### src/rtl/hbd_pkg.sv
// ----------------------------------------------------------------------------
// hbd_pkg
// shared constants, types and command/status structs of the half-band
// decimator
// ----------------------------------------------------------------------------
package hbd_pkg;

  localparam int MAX_CHANNELS = 8;
  localparam int HALF_TAPS    = 48;
  localparam int SAMPLE_BITS  = 24;
  localparam int COEF_BITS    = 24;

  localparam int NTAPS  = 4 * HALF_TAPS - 1;   // filter length
  localparam int HLEN   = NTAPS - 1;           // stored history per channel
  localparam int CENTRE = 2 * HALF_TAPS - 1;   // centre tap position

  // fixed item field widths
  localparam int CH_W  = 3;
  localparam int CI_W  = 6;
  localparam int CFG_W = 4;

  localparam int MEM_DEPTH = MAX_CHANNELS * HLEN;
  localparam int MEM_AW    = $clog2(MEM_DEPTH);
  localparam int OFF_W     = $clog2(HLEN);
  localparam int CT_AW     = $clog2(HALF_TAPS);
  localparam int K_W       = $clog2(HALF_TAPS + 1);
  localparam int ACC_W     = SAMPLE_BITS + COEF_BITS + 1 + $clog2(HALF_TAPS) + 2;

  typedef enum logic {
    ACT_LOAD   = 1'b0,
    ACT_SAMPLE = 1'b1
  } action_t;

  typedef enum logic [2:0] {
    ST_CLEAR,
    ST_IDLE,
    ST_DISPATCH,
    ST_CALC,
    ST_DRAIN,
    ST_FINISH
  } state_t;

  typedef struct packed {
    action_t                 action;
    logic [CH_W-1:0]         channel;
    logic [SAMPLE_BITS-1:0]  sample_in;
    logic [CI_W-1:0]         coef_index;
    logic [COEF_BITS-1:0]    coef_value;
  } item_t;

  typedef struct packed {
    logic              capture;
    logic              coef_write;
    logic              commit;
    logic              acc_clear;
    logic              rd_en;
    logic              rd_centre;
    logic [K_W-1:0]    rd_k;
    logic              clr_en;
    logic [MEM_AW-1:0] clr_addr;
  } cmd_t;

  typedef struct packed {
    logic is_load;
    logic is_active;
    logic phase_odd;
    logic busy;
  } status_t;

endpackage

### src/rtl/hbd_ctrl.sv
// ----------------------------------------------------------------------------
// hbd_ctrl
// sequencer: memory clearing pass, item dispatch, tap pair loop, finish
// ----------------------------------------------------------------------------
module hbd_ctrl (
  input  logic             clk,
  input  logic             rst,
  input  logic             in_valid,
  output logic             in_ready,
  input  logic             out_busy,
  input  hbd_pkg::status_t status,
  output hbd_pkg::cmd_t    cmd,
  output logic             out_load
);
  import hbd_pkg::*;

  state_t            state, state_next;
  logic [MEM_AW-1:0] clr_cnt, clr_cnt_next;
  logic [K_W-1:0]    k, k_next;

  always_ff @(posedge clk) begin
    if (rst) begin
      state   <= ST_CLEAR;
      clr_cnt <= '0;
      k       <= '0;
    end else begin
      state   <= state_next;
      clr_cnt <= clr_cnt_next;
      k       <= k_next;
    end
  end

  always_comb begin
    state_next   = state;
    clr_cnt_next = clr_cnt;
    k_next       = k;
    cmd          = '0;
    cmd.rd_k     = k;
    cmd.clr_addr = clr_cnt;
    in_ready     = 1'b0;
    out_load     = 1'b0;
    case (state)
      ST_CLEAR: begin
        cmd.clr_en   = 1'b1;
        clr_cnt_next = clr_cnt + 1'b1;
        if (clr_cnt == MEM_AW'(MEM_DEPTH - 1)) begin
          clr_cnt_next = '0;
          state_next   = ST_IDLE;
        end
      end
      ST_IDLE: begin
        in_ready    = 1'b1;
        cmd.capture = in_valid;
        if (in_valid) state_next = ST_DISPATCH;
      end
      ST_DISPATCH: begin
        k_next     = '0;
        state_next = ST_IDLE;
        if (status.is_load) begin
          cmd.coef_write = 1'b1;
        end else if (status.is_active) begin
          if (status.phase_odd) begin
            cmd.commit = 1'b1;
          end else begin
            cmd.acc_clear = 1'b1;
            state_next    = ST_CALC;
          end
        end
      end
      ST_CALC: begin
        cmd.rd_en     = 1'b1;
        cmd.rd_centre = (k == K_W'(HALF_TAPS));
        k_next        = k + 1'b1;
        if (k == K_W'(HALF_TAPS)) state_next = ST_DRAIN;
      end
      ST_DRAIN: begin
        if (!status.busy) state_next = ST_FINISH;
      end
      ST_FINISH: begin
        if (!out_busy) begin
          cmd.commit = 1'b1;
          out_load   = 1'b1;
          state_next = ST_IDLE;
        end
      end
      default: state_next = ST_CLEAR;
    endcase
  end

endmodule

### config.mk
export PLATFORM = sky130hd
export DESIGN_NAME = hbd_ctrl
export DESIGN_NICKNAME = d
export VERILOG_FILES = /design/src/rtl/hbd_pkg.sv /design/src/rtl/hbd_ctrl.sv
export SDC_FILE = /design/constraint.sdc
export NUM_CORES = 1
export LEC_CHECK = 0
export ABC_AREA = 1
export BUFFER_PORTS_ARGS = -buffer_cell sky130_fd_sc_hd__buf_2
export CAP_MARGIN = 20
export CORE_MARGIN = 3
export CORE_UTILIZATION = 50
export DETAILED_ROUTE_END_ITERATION = 12
export HOLD_SLACK_MARGIN = 0.12
export PLACE_DENSITY = 0.77
export SLEW_MARGIN = 20
export SYNTH_ARGS = -nofsm -noshare
export SYNTH_HDL_FRONTEND = slang
export SYNTH_SLANG_ARGS = --single-unit
### constraint.sdc
create_clock -name clk -period 4.4 [get_ports clk]
set_clock_uncertainty 0.05 [all_clocks]
set_input_delay 0.88 -clock clk [delete_from_list [all_inputs] [get_ports clk]]
set_output_delay 0.88 -clock clk [all_outputs]
set_load 0.05 [all_outputs]
After elaboration in Yosys (flattened, before gate mapping). Cells that the tools add are included.

Bits in registers: 20. Latch bits: 0. Bits in writable memories: 0. Bits in read-only memories: 0. Input port bits: 8. Memories: 0.

$add $sub $neg: 2. Multipliers: 0. Div/mod/pow operators: 0. Magnitude comparators: 0. Equality and inequality tests: 12. Shift operators: 0. Multiplexer cells: 25. Bitwise logic cells: 0. Reduce and logical (&&, ||, !) cells: 3.

Operators by type and width (count): 3-bit one-hot mux with 6 select lines (1); 3-bit two-way mux (5); 2-bit two-way mux (6); 6-bit one-hot mux with 2 select lines (1); 11-bit by 1-bit adder with 11-bit output, second input constant (1); 11-bit == test, second input constant (1); 11-bit two-way mux (1); 1-bit two-way mux (10); 2-bit != test, second input constant (5); 6-bit by 1-bit adder with 6-bit output, second input constant (1); 3-bit by 2-bit == test with 1-bit output, second input constant (2); 3-bit == test, second input constant (2); 6-bit == test, second input constant (1); 5-bit AND reduction (1); 3-bit by 1-bit == test with 1-bit output, second input constant (1); 3-bit zero test (1); 1-bit one-hot mux with 2 select lines (1); 2-bit nonzero test (1).

Depth between registers and ports, before layout. Gate-level depths: netlist of the first run.

Depth in word-level cells: 4. Gate-level depth with buffers: 10. Gate-level depth less buffers: 9.

Least setup slack after synthesis of the first run. OpenSTA, ideal clock, no wires.

Kind: input-to-output. Start point: input port in_valid. End point: output port cmd[23] in the netlist's numbering. Arrival: 1.989 ns. Data required time: 3.470 ns. Path slack: 1.481 ns. Stages: 2. Path through: inv_1 nor3_1.

RTL lines: start, declared (RTL line hbd_ctrl.sv:8) `input logic in_valid,`; end, declared (RTL line hbd_ctrl.sv:12) `output hbd_pkg::cmd_t cmd,`.

==> reports/metrics.yaml, run 1 <==
outcome: "complete, no violations"
syn_area_mm2: 0.00125
path_class: "flop to primary output"
syn_to_final_growth_pct: 15.8
synth-seq-area-share: 0.320
critical-path-top-delay-family: "flip-flops"
crit_fanout: 9
fp-row-count: 17
synth_cell_types: 26
path_cells: "inv_1 -> nor2_4 -> inv_1 -> nor2_1 -> buf_2"
synth_seq_cells: 20
final_hold_viol_count: 0
min_period_ps: 2660
reg2reg_from: "clr_cnt[0]"
grt_max_degree: 13
io_buffers: 33
die_area_mm2: 0.00314
post-cts-setup-buffer-count: 0
r2r_slack_ps: 2470
grt_overflow_total: 0
wl_met1_mm: 1.37
instances_no_fill: 259
final.setup.tns_ps: 0
layout_commonest_cell: "nand2_1"
seqCellArea_um2: 400
start_kind: "flop"
diodes: 0
cp_num_buf_inv: 3
timing.final.crit_share: 0.605
crit_top_cell: "inv_1"
r2r_cells: 7
report.final.slew_viol_count: 0
grt.total_usage: 0.214
dp_cells: 255
worst_pin_slew_ps: 389
fill_cells: 247
holdPathEnd: "k[5]"
syn_nets: 210
drt-pass1-iter-count: 4
cts_root_buf: "clkbuf_4"
antenna_found_initial: 0
cts_repair_resize_count: 0
final_cell_mix: "nand2_1 (52), buf_2 (33), nor2_1 (29)"
fin_area_mm2: 0.00145
end_kind: "primary output"
cts_hold_buf: 0
cts_buffers: 3
postPlaceCellArea_mm2: 0.00141
layout-drive-gt1-share: 0.199
start_util: 0.545
cts_buffer_depth: 2
slew_headroom: 0.740
grt_pass1_vias: 1348
multi_input_area_um2: 721
place.gp.congestion: 0.865
viasPerCell: 5.52
drc: 0
fp.coreArea_mm2: 0.00230
routed_wl_mm: 3.22
setup_viol: 0
required_ps: 3470
ant_nets: 0
crit_arrival_ps: 1730
cpMaxStageDelayCell: "dfxtp_1"
cts_sinks: 20
vdd_drop_max_uv: 169
cts_tree: "yes"
io_pins: 34
wl_met2_mm: 1.61
num_vias: 1430
hold_slack_ps: 459
die_w_um: 56.1
cts-htree-levels: 1
grt_pass1_wl_mm: 5.58
powerDensity_mw_per_mm2: 224
route.met3.wl_um: 189
dr.first_iter.drc_count: 73
rsz0062_at_grt: "false"
maxCapViolations: 0
wl_per_cell_um: 12.4
rr_endpoint: "clr_cnt[5]"
die_height_um: 56.1
insertion_delay_ps: 320
final_core_util: 0.631
yosysWarnings: 0
dp_hpwl_mm: 2.44
worst_hold_startpoint: "k[5]"
highest-signal-layer: "met4"
synth_area_per_cell_um2: 6.29
fin_nets: 243
slowest_delay_ps: 540
path_clk_slew_ps: 130
hold_path_class: "flop to flop"
fmax_ghz: 0.376
postSynthCellCount: 199
hold_path_depth: 2
p_leak_nw: 0.646
## metrics by stage
| step | power, mW | setup slack (ps) |
|---|---|---|
| floorplan | 0.206 | 1480 |
| global route | 0.338 | 1560 |
| CTS | 0.326 | 1740 |
| global placement | 0.214 | 1950 |
| finish | 0.325 | 1740 |
| detailed placement | 0.216 | 1900 |
## logic make-up (layout without fill, tap and decap cells)
logic type,after synthesis,count (layout),synth area share
AND/OR/NAND/NOR,115,115,0.405
AO/OA/AOI/OAI,32,32,0.141
buffers and inverters,29,61,0.105
flip-flops,20,20,0.320
adder cells (fa/ha/maj),3,3,0.0300
## flip-flops by register name, indices dropped and copies added (netlist names)
register	cells
clr_cnt	11
k	6
state	3
## routing by layer
metal / track usage / up-vias
li1: - / 714
met2: 0.381 / 55
met1: 0.251 / 656
met5: 0 / -
met4: 0.0881 / 0
met3: 0.0348 / 5
## synthesized netlist by cell type
cell      instances  area share
clkbuf_1          1      0.0030
nand3_1          19       0.076
o21ai_0           9       0.036
a21oi_1          17       0.068
nor3_1            1      0.0040
dfxtp_1          20        0.32
ha_1              3       0.030
o21bai_1          2       0.012
nor2_2            3       0.015
nor2_1           29       0.087
inv_2             1      0.0030
nand4_1           7       0.035
and2_1            1      0.0050
a21oi_2           1      0.0070
inv_4             1      0.0050
buf_6             2       0.018
buf_4             1      0.0060
nand2_2           1      0.0050
o211ai_1          1      0.0060
buf_2             1      0.0040
o22ai_1           1      0.0050
nor2_4            1      0.0090
a221oi_1          1      0.0070
nand2_1          52        0.16
inv_1            22       0.066
nor3_4            1       0.013
## where the power goes
group | total [mW] | switching (mW) | internal (mW)
clock | 0.114 | 0.0636 | 0.0506
combinational | 0.0242 | 0.0173 | 0.00690
sequential | 0.187 | 0.00371 | 0.183
## worst min-delay path: stages (launching register included)
cell and delay (ps):
dfxtp_1 350, nand2_1 70, a21oi_1 60
## area by class of cell
class,instances,share of cell area
Multi-Input combinational cell,150,0.497
Inverter,24,0.0638
Tap cell,28,0.0242
Sequential cell,20,0.276
Clock buffer,4,0.0250
Timing Repair Buffer,33,0.114
## how the worst max path moves through the flow
| stage | slack [ps] | cells past startpoint | from | end |
|---|---|---|---|---|
| after floorplan | 1480 | 2 | in_valid | cmd[23] |
| after global placement | 1950 | 5 | status[1] | cmd[20] |
| after detailed placement | 1900 | 5 | status[1] | cmd[20] |
| after CTS | 1740 | 5 | state[1] | cmd[18] |
| after global routing | 1560 | 5 | state[1] | cmd[18] |
| final | 1740 | 5 | state[1] | cmd[18] |
(Power assumes the default switching activity.)
==> inputs of run 2 (changes only) <==
ABC_AREA = 0   (was 1)
CORE_UTILIZATION = 45   (was 50)
PLACE_DENSITY = 0.74   (was 0.77)
clock period = 2.22 ns   (was 4.4 ns; I/O delays follow)
==> run 2 against run 1 <==
Net effect:
- global-route usage fell by 1.9 points
- area after synthesis fell by 10%
- via count fell by 16%
- combinational power rose to 11 times the previous value
- synthesized cell count fell by 28%
- critical path depth fell by 1
- routed wire length fell by 9.6%
- cell area fell by 3.7%
- sequential power rose by 110%
- first-iteration DRC count fell by 51%
- total power rose to 3.0 times the previous value
==> reports/metrics.yaml, run 2 <==
antenna_found_initial: 0
final_cell_mix: "buf_2 (32), dfxtp_1 (20), nor2_1 (12), nand2_1 (12), o21ai_0 (9)"
path_class: "flop to primary output"
synth_compound_area_frac: 0.209
r2r_cells: 4
routed_wl_mm: 2.92
final.setup.tns_ps: 0
yosysWarnings: 0
final_hold_viol_count: 0
grt_max_degree: 20
dr.first_iter.drc_count: 36
synthFlopType: "dfxtp_1"
cts_sinks: 20
cts_repair_resize_count: 0
die_w_um: 56.1
cts_root_buf: "clkbuf_4"
slew_headroom: 0.654
synth_seq_cells: 20
synth_most_common_cell: "dfxtp_1"
crit_start: "state[2]"
report.final.slew_viol_count: 0
cts_buffer_depth: 2
io_buffers: 33
layout_commonest_cell: "buf_2"
synth_top_area_frac: 0.355
start_kind: "flop"
syn_nets: 154
drt-pass1-iter-count: 4
synth-seq-area-share: 0.355
ant_nets: 0
maxCapViolations: 0
cts_buffers: 3
yosys.area.top_type: "dfxtp_1"
reg2reg_from: "clr_cnt[10]"
crit_fanout: 9
grt_overflow_total: 0
io_pins: 34
required_ps: 1730
grt_pass1_vias: 1164
outcome: "complete, no violations"
end_kind: "primary output"
postSynthCellCount: 143
synthTopCellsByCount: "dfxtp_1 (20), nor2_1 (13), nand2_1 (12)"
layout-drive-gt1-share: 0.242
insertion_delay_ps: 310
start_util: 0.491
vdd_drop_max_uv: 529
top_register: "clr_cnt"
synth_area_per_cell_um2: 7.88
largest_reg_flops: 11
synth_fa_ha_area_frac: 0.0333
p_leak_nw: 0.603
grt_pass1_wl_mm: 5.11
syn_area_mm2: 0.00113
cts-htree-levels: 1
num_vias: 1207
place.gp.congestion: 0.845
dp_hpwl_mm: 2.22
yosys-top-cells-area: "dfxtp_1 (36%), nor2_1 (4.3%), o21ai_0 (4.0%), nand2_1 (4.0%), a21oi_1 (3.6%)"
drc: 0
hold_path_depth: 2
worst_pin_slew_ps: 516
fp-row-count: 17
min_period_ps: 2090
post-cts-setup-buffer-count: 0
final_core_util: 0.608
cts_hold_buf: 0
fin_nets: 190
viasPerCell: 5.86
setup_viol: 0
synth-edff-count: 0
diodes: 0
muxShareOfSynthArea: 0.0178
cts_tree: "yes"
wl_per_cell_um: 14.2
synth_xor_area_frac: 0.0155
hold_slack_ps: 459
timing.final.crit_share: 0.939
fp.coreArea_mm2: 0.00230
rsz0062_at_grt: "false"
reg_top3: "clr_cnt x11, k x6, state x3"
path_clk_slew_ps: 130
synth_top_family_by_area: "simple AND/OR/NAND/NOR gates"
syn_to_final_growth_pct: 23.9
worst_hold_startpoint: "rst"
async_reset_ff_frac: 0
hold_path_class: "input pin to flop"
crit_arrival_ps: 1590
die_area_mm2: 0.00314
yosys.area_share.simple: 0.326
die_height_um: 56.1
powerDensity_mw_per_mm2: 697
fmax_ghz: 0.480
synth_cell_types: 38
grt.total_usage: 0.195
-- run 2: changes by cell type in the layout (fill, tap and decap cells not counted), moves of 4 or more --
cell / change
a21oi_1: -9
nand2b_1: +4
nand3_1: -12
inv_1: -16
nor2_1: -17
nor3_1: +4
nand4_1: -4
or3_1: +5
nand2_1: -40
-- run 2: worst paths after layout --
path         slack, ps           to
max                130      cmd[11]
min                460   clr_cnt[9]
max reg2reg        260     state[0]
min reg2reg        480  clr_cnt[10]
-- run 2: metal layers --
layer	part of all wire	global-route usage	up-vias
li1	-	-	599
met1	0.42	0.237	567
met5	0	0	-
met2	0.53	0.352	38
met4	0.0058	0.0678	0
met3	0.042	0.0209	3
-- run 2: kinds of logic (layout without fill, tap and decap cells) --
kind of cell | after synthesis | count (layout)
compound gates | 36 | 36
xor+xnor | 2 | 2
fa+ha+maj | 3 | 3
buf+inv | 11 | 46
flops | 20 | 20
mux | 2 | 2
simple gates | 69 | 69
-- run 2: cell type report --
class	count	area [um^2]
Timing Repair Buffer	36	194
Clock inverter	1	30.0
Fill cell	212	901
Inverter	6	22.5
Clock buffer	3	22.5
Sequential cell	20	400
Tap cell	28	35.0
Multi-Input combinational cell	112	692
-- run 2: worst max-delay path, stage by stage, from the launching register on --
cell	delay (ps)
dfxtp_1	380
or3_1	410
buf_4	180
inv_1	130
buf_6	180
-- run 2: power breakdown --
part           internal, mW  total, mW  leakage [nW]  switching [mW]
clock network         0.183      0.303        0.0279           0.121
registers             0.378      0.395         0.162          0.0172
logic                0.0835      0.275         0.413           0.192
total                 0.644      0.973         0.603           0.330
-- run 2: metrics by stage --
stage / total power [mW] / area, um^2 / setup slack [ps] / cells
final: 0.973 / 1400 / 135 / 206
after global routing: 1.03 / 1400 / 11.7 / 206
after CTS: 0.971 / 1390 / 46.2 / 206
after detailed placement: 0.671 / 1340 / 308 / 202
after global placement: 0.667 / 1340 / 392 / 202
after floorplan: 0.611 / 1140 / 24.1 / 143
==> inputs of run 3 (changes only) <==
ABC_AREA = 1   (was 0)
CORE_UTILIZATION = 46   (was 45)
==> run 3 against run 2 <==
Net effect:
- die area increased by 7.7%
- utilization decreased by 1.7 points
- combinational power decreased by 81%
- register-to-register slack improved by 280 ps
- routed wire length increased by 0.38%
- largest power group unchanged
- cell area increased by 6.7%
- clock-buffer cell count increased by 1
- non-clock buffer count increased by 1
- fmax increased by 1.1%
- sequential cell count unchanged
==> reports/metrics.yaml, run 3 (synthesized netlist as in run 1, its figures left out) <==
die_w_um: 58.2
dp_hpwl_mm: 2.25
path_cells: "inv_1 -> nand2_1 -> nor2_4 -> buf_4 -> buf_2"
dr.first_iter.drc_count: 70
reg_top3: "clr_cnt x11, k x6, state x3"
reg2reg_from: "clr_cnt[1]"
path_depth: 5
wl_per_cell_um: 11.0
hold_path_class: "input pin to flop"
start_kind: "flop"
drc: 0
final_core_util: 0.591
layout_commonest_cell: "nand2_1"
cts_tree: "yes"
final_hold_viol_count: 0
grt_max_degree: 13
report.final.slew_viol_count: 0
die_height_um: 58.2
powerDensity_mw_per_mm2: 426
grt_overflow_total: 0
path_clk_slew_ps: 120
timing.final.crit_share: 0.929
start_util: 0.497
place.gp.congestion: 0.838
cts_sinks: 20
final.setup.tns_ps: 0
slew_headroom: 0.787
fp-row-count: 18
die_area_mm2: 0.00338
critical-path-top-delay-family: "buffers and inverters"
top_register: "clr_cnt"
cts_buffers: 3
required_ps: 1730
rsz0062_at_grt: "false"
cts-htree-levels: 1
diodes: 0
p_leak_nw: 0.666
grt.total_usage: 0.186
r2r_slack_ps: 540
outcome: "complete, no violations"
fmax_ghz: 0.485
io_pins: 34
fp.coreArea_mm2: 0.00252
antenna_found_initial: 0
cts_buffer_depth: 2
min_period_ps: 2060
path_class: "flop to primary output"
final_cell_mix: "nand2_1 (52), buf_2 (32), nor2_1 (28)"
vdd_drop_max_uv: 366
crit_fanout: 8
largest_reg_flops: 11
crit_start: "state[2]"
num_vias: 1354
maxCapViolations: 0
setup_viol: 0
worst_pin_slew_ps: 318
cp_num_buf_inv: 3
setup.worst_path.end: "cmd[19]"
io_buffers: 33
slowest_delay_ps: 410
cts_root_buf: "clkbuf_4"
fin_nets: 247
viasPerCell: 5.11
crit_arrival_ps: 1570
insertion_delay_ps: 300
drt-pass1-iter-count: 5
fill_cells: 258
r2r_cells: 8
grt_pass1_wl_mm: 4.99
grt_pass1_vias: 1145
syn_to_final_growth_pct: 19.0
end_kind: "primary output"
routed_wl_mm: 2.93
rr_endpoint: "state[0]"
layout-drive-gt1-share: 0.226
ant_nets: 0
cpMaxStageDelayCell: "dfxtp_1"
[run 3: cell types whose count changed in the layout (fill, tap and decap cells not counted), sizes merged, moves of 4 or more]
| cell | change |
|---|---|
| inv | +18 |
| a21oi | +10 |
| nor2 | +20 |
| nand4 | +4 |
| nor3b | -4 |
| nand2b | -4 |
| nand2 | +41 |
| nand3 | +12 |
| or3 | -5 |
[run 3: stage by stage]
stage	cell area (um^2)	hold WS [ps]	setup slack [ps]	instances	power, mW
floorplan	1250	523	44.5	199	0.408
global placement	1430	434	446	259	0.428
detailed placement	1430	431	387	259	0.428
CTS	1470	411	35.4	263	0.643
global route	1490	422	26.3	265	0.663
finish	1490	406	158	265	0.634
[run 3: worst reg2reg max path, stage by stage, from the launching register on]
cell and delay [ps]:
dfxtp_1 400, ha_1 270, nand3_1 120, inv_1 100, nand3_1 160, nand2_2 280
nand3_1 120, nand2_1 70, nor2_1 40
[run 3: routing by layer]
metal	part of all wire	vias to the layer above	track usage	wire, um
met5	0	-	0	0
li1	-	719	-	-
met4	0.0048	0	0.0629	14
met1	0.49	592	0.280	1430
met3	0.069	2	0.0356	201
met2	0.44	41	0.260	1280
[run 3: where the power goes]
group	total, mW	internal, mW	switching (mW)
Clock	0.215	0.100	0.115
Combinational	0.0510	0.0151	0.0359
Sequential	0.368	0.363	0.00500
Total	0.634	0.478	0.156
[run 3: layout make-up]
type	count	area, um^2	area share
Tap cell	30	37.5	0.0252
Sequential cell	20	403	0.270
Clock buffer	4	36.3	0.0243
Timing Repair Buffer	37	198	0.133
Multi-Input combinational cell	150	723	0.485
Inverter	24	92.6	0.0621
[run 3: how the worst min path moves through the flow]
stage | from | endpoint | slack (ps) | cells after the start
after global placement | k[5] | k[5] | 430 | 2
final | rst | clr_cnt[10] | 410 | 2
after floorplan | state[2] | state[2] | 520 | 3
after global routing | rst | clr_cnt[9] | 420 | 2
after detailed placement | k[5] | k[5] | 430 | 2
after CTS | rst | clr_cnt[10] | 410 | 2
[run 3: repair_timing]
action,CTS,global route
endpoints found under the setup margin,0,1
hold buffers,0,0
resized for setup,0,3
buffers inserted,0,2
hold endpoints to repair,0,0
